**src/sv/dtq_pkg.sv**
```systemverilog
// ----------------------------------------------------------------------------
// dtq_pkg: shared types and constants of the deadline timer queue
// Function codes, result kinds, widths and the controller state type.
// ----------------------------------------------------------------------------
package dtq_pkg;

  localparam int unsigned DefNumSlots  = 16;
  localparam int unsigned MaxResults   = 16;
  localparam int unsigned HandleW      = 8;
  localparam int unsigned TimeW        = 32;

  typedef enum logic [1:0] {
    FUNC_REGISTER = 2'd0,
    FUNC_TICK     = 2'd1,
    FUNC_SERVICE  = 2'd2,
    FUNC_UNUSED   = 2'd3
  } func_e;

  typedef enum logic [1:0] {
    KIND_ACCEPTED = 2'd0,
    KIND_REJECTED = 2'd1,
    KIND_FIRED    = 2'd2,
    KIND_NONE_DUE = 2'd3
  } kind_e;

  typedef enum logic [2:0] {
    ST_IDLE,
    ST_SCAN,
    ST_PICK,
    ST_OUT
  } state_e;

  // Command from the controller to every cell.
  typedef struct packed {
    logic                 load;      // write new entry into the selected free cell
    logic                 scan;      // start/continue scan (cells compute due flag)
    logic                 clear_sel; // free the cell that won the scan
    logic [HandleW-1:0]   handle;
    logic [TimeW-1:0]     delay;
    logic [TimeW-1:0]     now;
  } cell_cmd_t;

endpackage

```
**src/sv/dtq_if.sv**
```systemverilog
// ----------------------------------------------------------------------------
// dtq_in_if / dtq_out_if: valid/ready channels of the deadline timer queue
// One transaction moves one input item or one result item.
// ----------------------------------------------------------------------------
interface dtq_in_if;
  logic        valid;
  logic        ready;
  logic [1:0]  func;
  logic [7:0]  handle;
  logic [31:0] delay;
  modport source (output valid, func, handle, delay, input ready);
  modport sink   (input valid, func, handle, delay, output ready);
endinterface

interface dtq_out_if;
  logic       valid;
  logic       ready;
  logic [1:0] kind;
  logic [7:0] fired_handle;
  logic       last;
  modport source (output valid, kind, fired_handle, last, input ready);
  modport sink   (input valid, kind, fired_handle, last, output ready);
endinterface

```
**src/sv/deadline_timer_queue.sv**
```systemverilog
// ----------------------------------------------------------------------------
// deadline_timer_queue: timer slot table with earliest-deadline service
// Register, tick and service of up to NUM_SLOTS timed callback slots.
// ----------------------------------------------------------------------------
// A tick item advances the time by one and the input is ready again in the
// next cycle. A register item returns one result through a held output
// register in the cycle after acceptance; the input stays blocked until that
// result is taken. A service item runs one scan of the cell chain per fired
// slot and a closing scan that finds no further due slot, unless the limit
// is reached (the due flags are registered, then the best-candidate record
// ripples through one stage register per four cells); each scan is followed
// by a pick state and, for a fired slot, a state that frees it. A fired
// result is shown only once the next scan tells whether it is the last one,
// and it must be taken before the next slot is picked. Output stalls
// lengthen a service. One item is in flight at a time; the input is ready
// only while the controller is idle and no result waits. A slot is due
// when (now - request) mod 2^32 >= delay; among due slots the one overdue
// longest fires first, ties to the lower slot; at most 16 fire per service.
// ----------------------------------------------------------------------------
module deadline_timer_queue import dtq_pkg::*; #(
  parameter int unsigned NUM_SLOTS = DefNumSlots
) (
  input  logic       clk_i,
  input  logic       rst_ni,
  dtq_in_if.sink     in_i,
  dtq_out_if.source  out_o
);

  localparam int unsigned IdxW  = $clog2(NUM_SLOTS);
  localparam int unsigned ScanN = (NUM_SLOTS + 3) / 4 + 2;
  localparam int unsigned CntW  = $clog2(ScanN + 1);
  localparam int unsigned NW    = $clog2(MaxResults + 1);

  state_e            state_q, state_d;
  logic [TimeW-1:0]  now_q, now_d;
  logic [CntW-1:0]   cnt_q, cnt_d;
  logic [NW-1:0]     n_q, n_d;
  logic              ov_q, ov_d;
  logic [1:0]        okind_q, okind_d;
  logic [HandleW-1:0] oh_q, oh_d;
  logic              olast_q, olast_d;
  logic [IdxW-1:0]   win_q, win_d;
  cell_cmd_t         cmd;
  logic              full, bv;
  logic [IdxW-1:0]   bidx;
  logic [HandleW-1:0] bh;
  logic              in_hs, out_hs;

  assign in_hs  = in_i.valid && in_i.ready;
  assign out_hs = out_o.valid && out_o.ready;

  dtq_chain #(.NumSlots(NUM_SLOTS)) u_chain (
    .clk_i, .rst_ni, .cmd_i(cmd), .win_idx_i(win_q),
    .full_o(full), .best_valid_o(bv), .best_idx_o(bidx), .best_handle_o(bh)
  );

  always_ff @(posedge clk_i or negedge rst_ni) begin
    if (!rst_ni) begin
      state_q <= ST_IDLE;
      now_q   <= '0;
      cnt_q   <= '0;
      n_q     <= '0;
      ov_q    <= 1'b0;
    end else begin
      state_q <= state_d;
      now_q   <= now_d;
      cnt_q   <= cnt_d;
      n_q     <= n_d;
      ov_q    <= ov_d;
    end
  end

  always_ff @(posedge clk_i) begin
    okind_q <= okind_d;
    oh_q    <= oh_d;
    olast_q <= olast_d;
    win_q   <= win_d;
  end

  always_comb begin
    state_d = state_q;
    now_d   = now_q;
    cnt_d   = cnt_q;
    n_d     = n_q;
    ov_d    = ov_q;
    okind_d = okind_q;
    oh_d    = oh_q;
    olast_d = olast_q;
    win_d   = win_q;
    cmd.load      = 1'b0;
    cmd.scan      = 1'b0;
    cmd.clear_sel = 1'b0;
    cmd.handle    = in_i.handle;
    cmd.delay     = in_i.delay;
    cmd.now       = now_q;
    in_i.ready    = (state_q == ST_IDLE) && !ov_q;
    if (out_hs) ov_d = 1'b0;
    case (state_q)
      ST_IDLE: begin
        if (in_hs) begin
          case (func_e'(in_i.func))
            FUNC_REGISTER: begin
              cmd.load = !full;
              okind_d  = full ? KIND_REJECTED : KIND_ACCEPTED;
              oh_d     = full ? '0 : in_i.handle;
              olast_d  = 1'b1;
              ov_d     = 1'b1;
            end
            FUNC_TICK: now_d = now_q + 1'b1;
            FUNC_SERVICE: begin
              state_d = ST_SCAN;
              cnt_d   = '0;
              n_d     = '0;
            end
            default: ;
          endcase
        end
      end
      ST_SCAN: begin
        cmd.scan = 1'b1;
        cnt_d = cnt_q + 1'b1;
        if (cnt_q == CntW'(ScanN - 1)) state_d = ST_PICK;
      end
      ST_PICK: begin
        // keep the due flags live so the chain result stays steady
        cmd.scan = 1'b1;
        if (ov_q && !out_hs) begin
          // previous fired result still waiting for the receiver
        end else if (bv && n_q != NW'(MaxResults)) begin
          okind_d = KIND_FIRED;
          oh_d    = bh;
          olast_d = (n_q == NW'(MaxResults - 1));
          win_d   = bidx;
          ov_d    = 1'b1;
          n_d     = n_q + 1'b1;
          state_d = ST_OUT;
        end else if (n_q == '0) begin
          okind_d = KIND_NONE_DUE;
          oh_d    = '0;
          olast_d = 1'b1;
          ov_d    = 1'b1;
          state_d = ST_IDLE;
        end else begin
          // previous fired result went out marked last
          state_d = ST_IDLE;
        end
      end
      ST_OUT: begin
        cmd.clear_sel = 1'b1;
        cnt_d = '0;
        state_d = (n_q == NW'(MaxResults)) ? ST_IDLE : ST_SCAN;
      end
      default: state_d = ST_IDLE;
    endcase
  end

  // A fired result is held until the next scan tells whether more fire;
  // the output is exposed only once its last flag is settled.
  logic hold;
  assign hold = (okind_q == KIND_FIRED) && !olast_q && (state_q != ST_PICK);
  logic last_now;
  assign last_now = olast_q || ((okind_q == KIND_FIRED) && (state_q == ST_PICK) &&
                    !(bv && n_q != NW'(MaxResults)));

  assign out_o.valid        = ov_q && !hold;
  assign out_o.kind         = okind_q;
  assign out_o.fired_handle = oh_q;
  assign out_o.last         = last_now;

`ifndef ASSERT_OFF
  a_no_accept_busy: assert property (@(posedge clk_i) disable iff (!rst_ni)
    in_hs |-> state_q == ST_IDLE) else $error("input accepted while busy");
  a_tick: assert property (@(posedge clk_i) disable iff (!rst_ni)
    (in_hs && in_i.func == FUNC_TICK) |=> now_q == $past(now_q) + 1'b1)
    else $error("tick did not advance time");
  a_fired_count: assert property (@(posedge clk_i) disable iff (!rst_ni)
    n_q <= NW'(MaxResults)) else $error("too many fired results");
  a_ready_idle: assert property (@(posedge clk_i) disable iff (!rst_ni)
    in_i.ready |-> !out_o.valid) else $error("ready with pending result");
`endif

endmodule

```
**src/sv/dtq_cell.sv**
```systemverilog
// ----------------------------------------------------------------------------
// dtq_cell: one timer slot plus one link of the earliest-deadline chain
// Holds a slot; compares its registered overdue value against the best
// candidate handed in from the lower neighbor and hands the winner on.
// ----------------------------------------------------------------------------
module dtq_cell import dtq_pkg::*; #(
  parameter int unsigned IdxW = 4
) (
  input  logic               clk_i,
  input  logic               rst_ni,
  input  cell_cmd_t          cmd_i,
  input  logic               free_sel_i,   // this cell is the lowest free one
  input  logic [IdxW-1:0]    my_idx_i,
  input  logic               win_idx_hit_i, // winner index equals this cell
  // chain from lower neighbor
  input  logic               c_valid_i,
  input  logic [TimeW-1:0]   c_over_i,
  input  logic [IdxW-1:0]    c_idx_i,
  input  logic [HandleW-1:0] c_handle_i,
  output logic               c_valid_o,
  output logic [TimeW-1:0]   c_over_o,
  output logic [IdxW-1:0]    c_idx_o,
  output logic [HandleW-1:0] c_handle_o,
  output logic               busy_o
);

  logic               valid_q;
  logic [HandleW-1:0] handle_q;
  logic [TimeW-1:0]   req_q, dly_q;
  logic               due_q;
  logic [TimeW-1:0]   over_q;
  logic [TimeW-1:0]   elapsed;
  logic               take;

  assign elapsed = cmd_i.now - req_q;

  always_ff @(posedge clk_i or negedge rst_ni) begin
    if (!rst_ni) begin
      valid_q <= 1'b0;
      due_q   <= 1'b0;
    end else begin
      if (cmd_i.load && free_sel_i) valid_q <= 1'b1;
      else if (cmd_i.clear_sel && win_idx_hit_i) valid_q <= 1'b0;
      // due flag registered so the chain path holds one compare only
      due_q <= cmd_i.scan && valid_q && (elapsed >= dly_q) &&
               !(cmd_i.clear_sel && win_idx_hit_i);
    end
  end

  always_ff @(posedge clk_i) begin
    if (cmd_i.load && free_sel_i) begin
      handle_q <= cmd_i.handle;
      req_q    <= cmd_i.now;
      dly_q    <= cmd_i.delay;
    end
    over_q <= elapsed - dly_q;
  end

  // strict greater keeps ties on the lower slot
  assign take       = due_q && (!c_valid_i || over_q > c_over_i);
  assign c_valid_o  = c_valid_i || due_q;
  assign c_over_o   = take ? over_q : c_over_i;
  assign c_idx_o    = take ? my_idx_i : c_idx_i;
  assign c_handle_o = take ? handle_q : c_handle_i;
  assign busy_o     = valid_q;

endmodule

```
**src/sv/dtq_chain.sv**
```systemverilog
// ----------------------------------------------------------------------------
// dtq_chain: row of timer cells with a registered stage every few cells
// Passes the best-candidate record from slot 0 upward; a stage register
// in front of every group of four cells keeps the compare chain short.
// ----------------------------------------------------------------------------
module dtq_chain import dtq_pkg::*; #(
  parameter int unsigned NumSlots = DefNumSlots,
  localparam int unsigned IdxW = $clog2(NumSlots),
  localparam int unsigned Grp = 4,
  localparam int unsigned NumStg = (NumSlots + Grp - 1) / Grp
) (
  input  logic               clk_i,
  input  logic               rst_ni,
  input  cell_cmd_t          cmd_i,
  input  logic [IdxW-1:0]    win_idx_i,
  output logic               full_o,
  output logic               best_valid_o,
  output logic [IdxW-1:0]    best_idx_o,
  output logic [HandleW-1:0] best_handle_o
);

  logic [NumSlots-1:0] busy, free_sel;
  logic [NumSlots:0]               cv;
  logic [NumSlots:0][TimeW-1:0]    co;
  logic [NumSlots:0][IdxW-1:0]     ci;
  logic [NumSlots:0][HandleW-1:0]  ch;
  // values entering each cell after optional stage register
  logic [NumSlots-1:0]             iv;
  logic [NumSlots-1:0][TimeW-1:0]  io;
  logic [NumSlots-1:0][IdxW-1:0]   ii;
  logic [NumSlots-1:0][HandleW-1:0] ih;
  logic [NumStg-1:0]               sv_q;
  logic [NumStg-1:0][TimeW-1:0]    so_q;
  logic [NumStg-1:0][IdxW-1:0]     si_q;
  logic [NumStg-1:0][HandleW-1:0]  sh_q;

  // lowest free slot, one-hot
  always_comb begin
    logic found;
    found = 1'b0;
    for (int s = 0; s < NumSlots; s++) begin
      free_sel[s] = !busy[s] && !found;
      if (!busy[s]) found = 1'b1;
    end
  end
  assign full_o = &busy;

  assign cv[0] = 1'b0;
  assign co[0] = '0;
  assign ci[0] = '0;
  assign ch[0] = '0;

  for (genvar g = 0; g < NumStg; g++) begin : g_stg
    always_ff @(posedge clk_i or negedge rst_ni) begin
      if (!rst_ni) sv_q[g] <= 1'b0;
      else         sv_q[g] <= cv[g*Grp];
    end
    always_ff @(posedge clk_i) begin
      so_q[g] <= co[g*Grp];
      si_q[g] <= ci[g*Grp];
      sh_q[g] <= ch[g*Grp];
    end
  end

  for (genvar s = 0; s < NumSlots; s++) begin : g_cell
    if (s % Grp == 0) begin : g_reg
      assign iv[s] = sv_q[s/Grp];
      assign io[s] = so_q[s/Grp];
      assign ii[s] = si_q[s/Grp];
      assign ih[s] = sh_q[s/Grp];
    end else begin : g_comb
      assign iv[s] = cv[s];
      assign io[s] = co[s];
      assign ii[s] = ci[s];
      assign ih[s] = ch[s];
    end
    dtq_cell #(.IdxW(IdxW)) u_cell (
      .clk_i, .rst_ni, .cmd_i,
      .free_sel_i   (free_sel[s]),
      .my_idx_i     (IdxW'(s)),
      .win_idx_hit_i(win_idx_i == IdxW'(s)),
      .c_valid_i    (iv[s]), .c_over_i(io[s]), .c_idx_i(ii[s]), .c_handle_i(ih[s]),
      .c_valid_o    (cv[s+1]), .c_over_o(co[s+1]), .c_idx_o(ci[s+1]),
      .c_handle_o   (ch[s+1]),
      .busy_o       (busy[s])
    );
  end

  assign best_valid_o  = cv[NumSlots];
  assign best_idx_o    = ci[NumSlots];
  assign best_handle_o = ch[NumSlots];

endmodule
```
**src/flat_wrapper.sv**
```systemverilog
// flat-port wrapper written by rule: the top's interface ports become plain ports
module deadline_timer_queue_flat import dtq_pkg::*;
#(
  parameter int unsigned NUM_SLOTS = DefNumSlots
)
  (clk_i, rst_ni, in_i_valid, in_i_func, in_i_handle, in_i_delay, in_i_ready, out_o_valid, out_o_kind, out_o_fired_handle, out_o_last, out_o_ready);
  dtq_in_if in_i_i ();
  dtq_out_if out_o_i ();
  input  logic clk_i;
  input  logic rst_ni;
  input wire logic [$bits(in_i_i.valid)-1:0] in_i_valid;
  input wire logic [$bits(in_i_i.func)-1:0] in_i_func;
  input wire logic [$bits(in_i_i.handle)-1:0] in_i_handle;
  input wire logic [$bits(in_i_i.delay)-1:0] in_i_delay;
  output wire logic [$bits(in_i_i.ready)-1:0] in_i_ready;
  output wire logic [$bits(out_o_i.valid)-1:0] out_o_valid;
  output wire logic [$bits(out_o_i.kind)-1:0] out_o_kind;
  output wire logic [$bits(out_o_i.fired_handle)-1:0] out_o_fired_handle;
  output wire logic [$bits(out_o_i.last)-1:0] out_o_last;
  input wire logic [$bits(out_o_i.ready)-1:0] out_o_ready;
  assign in_i_i.valid = in_i_valid;
  assign in_i_i.func = in_i_func;
  assign in_i_i.handle = in_i_handle;
  assign in_i_i.delay = in_i_delay;
  assign in_i_ready = in_i_i.ready;
  assign out_o_valid = out_o_i.valid;
  assign out_o_kind = out_o_i.kind;
  assign out_o_fired_handle = out_o_i.fired_handle;
  assign out_o_last = out_o_i.last;
  assign out_o_i.ready = out_o_ready;
  deadline_timer_queue #(.NUM_SLOTS(NUM_SLOTS)) u_core (.clk_i(clk_i), .rst_ni(rst_ni), .in_i(in_i_i), .out_o(out_o_i));
endmodule
```
**config.mk**
```make
export PLATFORM = sky130hd
export DESIGN_NAME = deadline_timer_queue_flat
export DESIGN_NICKNAME = d
export VERILOG_FILES = /design/src/sv/dtq_pkg.sv /design/src/sv/dtq_if.sv /design/src/sv/deadline_timer_queue.sv /design/src/sv/dtq_cell.sv /design/src/sv/dtq_chain.sv /design/src/flat_wrapper.sv
export SDC_FILE = /design/constraint.sdc
export NUM_CORES = 2
export LEC_CHECK = 0
export BUFFER_PORTS_ARGS = -buffer_cell sky130_fd_sc_hd__buf_2
export CAP_MARGIN = 40
export CORE_MARGIN = 2
export CORE_UTILIZATION = 59
export CTS_CLUSTER_DIAMETER = 100
export DETAILED_ROUTE_END_ITERATION = 10
export GPL_TIMING_DRIVEN = 1
export PLACE_DENSITY_LB_ADDON = 0.05
export SYNTH_ARGS = -nofsm -noshare
export SYNTH_HDL_FRONTEND = slang
export SYNTH_SLANG_ARGS = --single-unit
```
**constraint.sdc**
```tcl
create_clock -name clk_i -period 9.4 [get_ports clk_i]
set_input_delay 0.94 -clock clk_i [delete_from_list [all_inputs] [get_ports clk_i]]
set_output_delay 0.94 -clock clk_i [all_outputs]
set_load 0.02 [all_outputs]
```
### Yosys cells after proc, flatten, opt, wreduce, memory -nomap -nowiden

Cells that the tools add are included.

* input port bits: 46
* word-level logic and storage cells: 615
* register bits after elaboration: 1888

* reductions and logical operators: 255
* multiplexer cells: 136
* magnitude comparators: 31
* equality and inequality tests: 33
* bitwise gates (word level): 1
* add/sub/neg operators: 35

Operator list (number)
* subtractor 32 bit: 32
* greater-or-equal comparator 32 bit: 16
* > comparator 32 bit: 15
* two-way mux 32 bit: 15
* two-way mux 8 bit: 22
* logical AND 1 bit: 120
* two-way mux 1 bit: 70
* logical NOT 1 bit: 67
* nonzero test 2 bit: 17
* adder 32 x 1 -> 32 bit, second input constant: 1
* equality test 4 bit, second input constant: 8
* logical OR 1 bit: 31
* two-way mux 2 bit: 12
* two-way mux 5 bit: 4
* two-way mux 3 bit: 6
* equality test 4 x 3 -> 1 bit, second input constant: 4
* one-hot mux 8 bit (2 select lines): 1
* AND reduction 16 bit: 1
* one-hot mux 3 bit (4 select lines): 1
* OR reduction 4 bit: 3
* one-hot mux 5 bit (2 select lines): 1
* AND reduction 5 bit: 2
* OR reduction 2 bit: 5
* one-hot mux 3 bit (3 select lines): 1
* 26 further kinds: 36

### Longest topological paths before layout

* word-level depth: 19
* mapped depth: 53

### Modules after synthesis

From an unflattened synthesis, not the netlist that was laid out.

* cell total of the unflattened synthesis: 13462
* area total of the unflattened synthesis: 131849.0 um^2

Modules (own cells, without submodules)
* dtq_cell at u_core.u_chain.g_cell[0].u_cell ...: times used 8, cells each 826, area each 7918.8 um^2
* dtq_cell at u_core.u_chain.g_cell[4].u_cell ...: times used 5, cells each 795, area each 7749.9 um^2
* dtq_cell at u_core.u_chain.g_cell[11].u_cell ...: times used 2, cells each 835, area each 8107.8 um^2
* dtq_cell at u_core.u_chain.g_cell[8].u_cell: times used 1, cells each 765, area each 7626.1 um^2
* dtq_chain: times used 1, cells each 190, area each 3001.6 um^2
* deadline_timer_queue: times used 1, cells each 254, area each 2905.3 um^2

### Worst setup path before layout

Ideal clock, no wire load.

* kind: register to register
* from: reg u_core.u_chain.so_q (netlist bit u_core.u_chain.io[265])
* to: reg u_core.u_chain.si_q (netlist bit u_core.u_chain.ii[48])
* slack: -545 ps
* period minus slack after synthesis: 9945 ps
* path buffers: 7
* data required time: 9262 ps
* data arrival time: 9808 ps
* library setup time: 138 ps
* cell stages (with the launch flop): 51
* path through: dfxtp_1 inv_1 ha_1 a21o_1 a21o_1 a21o_1 a21o_1 a21oi_1 o21ai_0 and2_1 o41ai_4 buf_2 mux2i_1 ha_1 nand4_1 nor2_1 and4_1 a221oi_1 (+15 left out) or2_2 o2111ai_1 o31ai_2 inv_1 clkbuf_1 a2bb2oi_1 ha_1 o21a_1 o21a_1 o21a_1 o21a_1 o21ai_0 a21oi_1 a2111o_1 a31oi_1 clkbuf_1 buf_1 o21ai_0

* longest elaborated chain between the ends: 15
* elaborated cells on any way between the ends: 18
* classes of those cells: order compare: 4; mux: 6; reduce/logical: 8

Ends and longest elaborated chain
* start, declared: line dtq_chain.sv:33 `logic [NumStg-1:0][TimeW-1:0] so_q;`
* start signal, assigned by index: line dtq_chain.sv:59 `so_q[g] <= co[g*Grp];`
* > comparator 32 bit: line dtq_cell.sv:60 `assign take = due_q && (!c_valid_i || over_q > c_over_i);`
* logical OR 1 bit: line dtq_cell.sv:60
* logical AND 1 bit: line dtq_cell.sv:60
* two-way mux 32 bit: line dtq_cell.sv:62 `assign c_over_o = take ? over_q : c_over_i;`
* > comparator 32 bit: line dtq_cell.sv:60
* logical OR 1 bit: line dtq_cell.sv:60
* logical AND 1 bit: line dtq_cell.sv:60
* two-way mux 32 bit: line dtq_cell.sv:62
* > comparator 32 bit: line dtq_cell.sv:60
* logical OR 1 bit: line dtq_cell.sv:60
* logical AND 1 bit: line dtq_cell.sv:60
* two-way mux 32 bit: line dtq_cell.sv:62
* > comparator 32 bit: line dtq_cell.sv:60
* logical OR 1 bit: line dtq_cell.sv:60
* logical AND 1 bit: line dtq_cell.sv:60
* end signal, assigned by index: line dtq_chain.sv:60 `si_q[g] <= ci[g*Grp];`
* end, declared: line dtq_chain.sv:34 `logic [NumStg-1:0][IdxW-1:0] si_q;`

Parallel ways exist; a longest one is shown, timed or not.
A chain may end at the register's enable or synchronous reset.

==> out/qor.yml <==
synth:
  synth_edf_count: 1167
  yosysMostFrequentCell: "ha_1"
  synthTopCellsByCount: "ha_1, inv_1, edfxtp_1"
  synthCells: 11917
  synth_warnings: 0
  avgSynthCellArea_um2: 9.96
  synth_cell_types: 97
  netlist_area_um2: 119000
  synth_top_area_cell: "edfxtp_1"
  seq_area_frac_synth: 0.420
  synth_area_leaders: "edfxtp_1, ha_1, dfxtp_1"
  syn-num-nets: 13492
  ys_seq_elements: 1886
  ys.flop_type: "edfxtp_1"
  synth.top_cell.area_share: 0.295
  async_flop_share: 0.0414
clocking:
  clk_latency_ns: 0.88
  cts_buffers: 205
  cts_tree: "done"
  htree_levels: 4
  path_clk_slew_ns: 0.06
  cts_max_path_buffers: 3
  cts_root_buf: "clkbuf_16"
  cts-hold-fix-buffers: 0
  clock_sinks: 1886
detailed_routing:
  vias: 99301
  drtPass1Iterations: 8
  ant_nets: 0
  drc_errors: 0
  drtIter0Drc: 11886
  totalWireLength_mm: 425
  post_drt_via_cell_ratio: 6.25
  wl_per_cell_um: 26.7
place:
  hpwl_mm: 311
  routabilityCongestion: 1.05
  post-place-ws_ns: -1.47
  port-buffer-count: 58
  placed_cells: 15293
timing:
  finalSetupViolations: 98
  finalCritPeriodShare: 1.05
  finalMaxSlewViolations: 0
  fin_ws_ns: -0.443
  finalHoldViolations: 0
  layout_min_cycle_time_ns: 9.84
  fin_worst_skew_ns: 0.0468
  worst_pin_slew_ns: 0.953
  fmax_mhz: 102
  slew_headroom: 0.348
  rsz0062_at_grt: "true"
power_and_ir_drop:
  power.share.sequential: 0.307
  p_clk_frac: 0.250
  vdd_drop_max_uv: 245
  comb_power_share: 0.443
  leakage_nw: 62.4
  swShare: 0.370
  internal-power_mw: 21.4
  pwr_density_cell_nw_per_um2: 241
  switchingPower_mw: 12.5
  total_power_mw: 33.9
die:
  ios: 59
  die_w_um: 452
  start_util: 0.594
  dieArea_um2: 205000
  fp-row-count: 164
  die_h_um: 452
  fp.coreArea_um2: 200000
worst_setup_path:
  r2r_cells: 50
  crit_arrival_ns: 10.61
  required_ns: 10.17
  endpoint: "u_core.u_chain.ih[69]"
  critPathLaunchType: "flip-flop"
  criticalPathCategory: "flip-flop to flip-flop"
  cp_slowest_stage_delay_ns: 0.54
  worst-path-max-fanout: 7
  crit-reg2reg-capture: "u_core.u_chain.ih[69]"
  end_kind: "flip-flop"
  slowest_stage: "or4_4"
  r2r-start: "u_core.u_chain.io[157]"
  worstSetupStartpoint: "u_core.u_chain.io[157]"
  worst_path_most_repeated_cell: "buf_6"
  rrSetupSlack_ns: -0.44
finish:
  areaGrowthSynthToFinish_pct: 18.5
  drive_above_1_share: 0.155
  nNetsFinal: 14551
  final_cells: 15893
  fin_util: 0.704
global_routing:
  grt_pass1_wl_mm: 607
  grt_overflow: 0
  grt_pass1_vias: 94998
  grt_max_degree: 66
  antenna_found_initial: 55
  track_usage: 0.402
outcome:
  status: "finished with violations"
  violations: "negative setup slack"
min_path:
  min_path_type: "input port to async pin"
flow_run:
  maxCapViolCount: 0
critical path: cells and delay by family (launching register included):
kind,cells,cell delay (ns)
AOI/OAI and AO/OA,20,3.91
and+or+nand+nor,13,2.58
buffers and inverters,12,1.71
adders and majority gates,4,0.98
DFF,1,0.33
muxes,1,0.19
sequential cells by signal (all words and copies together), names as in the netlist:
signal,cells
u_core.u_chain.g_cell.u_cell.over_q,512
u_core.u_chain.g_cell.u_cell.due_q,16
u_core.u_chain.g_cell.u_cell.req_q,512
u_core.out_o.fired_handle,8
u_core.n_q,5
u_core.ov_q,1
u_core.u_chain.g_cell.u_cell.handle_q,128
u_core.cnt_q,3
u_core.out_o.kind,2
u_core.state_q,2
u_core.u_chain.io,96
u_core.u_chain.iv,3
u_core.olast_q,1
u_core.win_q,4
u_core.u_chain.ih,24
u_core.now_q,32
u_core.u_chain.g_cell.u_cell.dly_q,512
u_core.u_chain.ii,9
u_core.u_chain.g_cell.u_cell.busy_o,16
power by group through the flow:
stage	sequential (mW)	clock (mW)	combinational, mW
final	10.4	8.50	15.0
after global routing	10.4	8.84	16.1
after CTS	10.3	8.53	13.9
after detailed placement	10.5	0	13.0
after global placement	10.5	0	12.7
after floorplan	10.1	0	7.71
metrics by stage:
step	area [µm²]	setup TNS [ns]	hold WS, ns
global route	140000	-58.36	0.174
finish	141000	-28.09	0.193
global placement	128000	-81.11	0.451
detailed placement	129000	-91.84	0.462
floorplan	119000	0	0.399
CTS	138000	-10.56	0.154
repair_timing:
action	in CTS	in global routing
gates cloned	17	11
setup endpoints to repair	99	141
pin swaps	129	155
hold endpoints to repair	0	0
resized for setup	353	461
buffers inserted	69	63
layout by cell type, fill, tap and decap left out, types with 213 or more instances in the layout:
master	n
a21o_1	446
a21oi_1	883
buf_4	762
clkbuf_16	233
dfxtp_1	618
edfxtp_1	1167
ha_1	1453
inv_1	1423
nand2_1	553
nand3_1	213
nor2_1	661
o21ai_0	475
xnor2_1	650
xor2_1	280
cells by family (layout without fill, tap and decap cells):
kind of cell / after synthesis / after routing / share of synthesized area
AO/OA/AOI/OAI: 3113 / 3117 / 0.169
AND/OR/NAND/NOR: 2700 / 2700 / 0.112
flip-flops: 1886 / 1886 / 0.420
buffers and inverters: 1558 / 2796 / 0.0495
adder cells (fa/ha/maj): 1529 / 1529 / 0.163
XOR/XNOR: 930 / 930 / 0.0686
multiplexers: 201 / 201 / 0.0179
other: 0 / 78 / 0
final cells by class:
class,instances,area [µm²]
diodes,78,195
clock inverters,100,1020
flip-flops and latches,1886,49900
multi-input cells,8477,66100
repair buffers,974,8620
well taps,2656,3320
fillers,14693,59200
clock buffers,290,6090
inverters,1432,5380
layer usage:
metal  wire length (µm)  global-route usage  vias up
li1                   -                   -    45152
met1             166000               0.519    47364
met2             186000               0.619     5513
met3              42600              0.0776     1266
met4              30100               0.260        6
met5                 40                   0        -
worst min-delay path by stage:
stage                                        to  slack, ns  cells after the start
after detailed placement  u_core.u_chain.ih[33]       0.46                      1
final                               u_core.ov_q       0.19                      1
after CTS                           u_core.ov_q       0.15                      1
after global routing                u_core.ov_q       0.17                      1
after global placement    u_core.u_chain.ih[96]       0.45                      1
after floorplan           u_core.u_chain.ii[49]       0.40                      2
(Power assumes the default switching activity.)
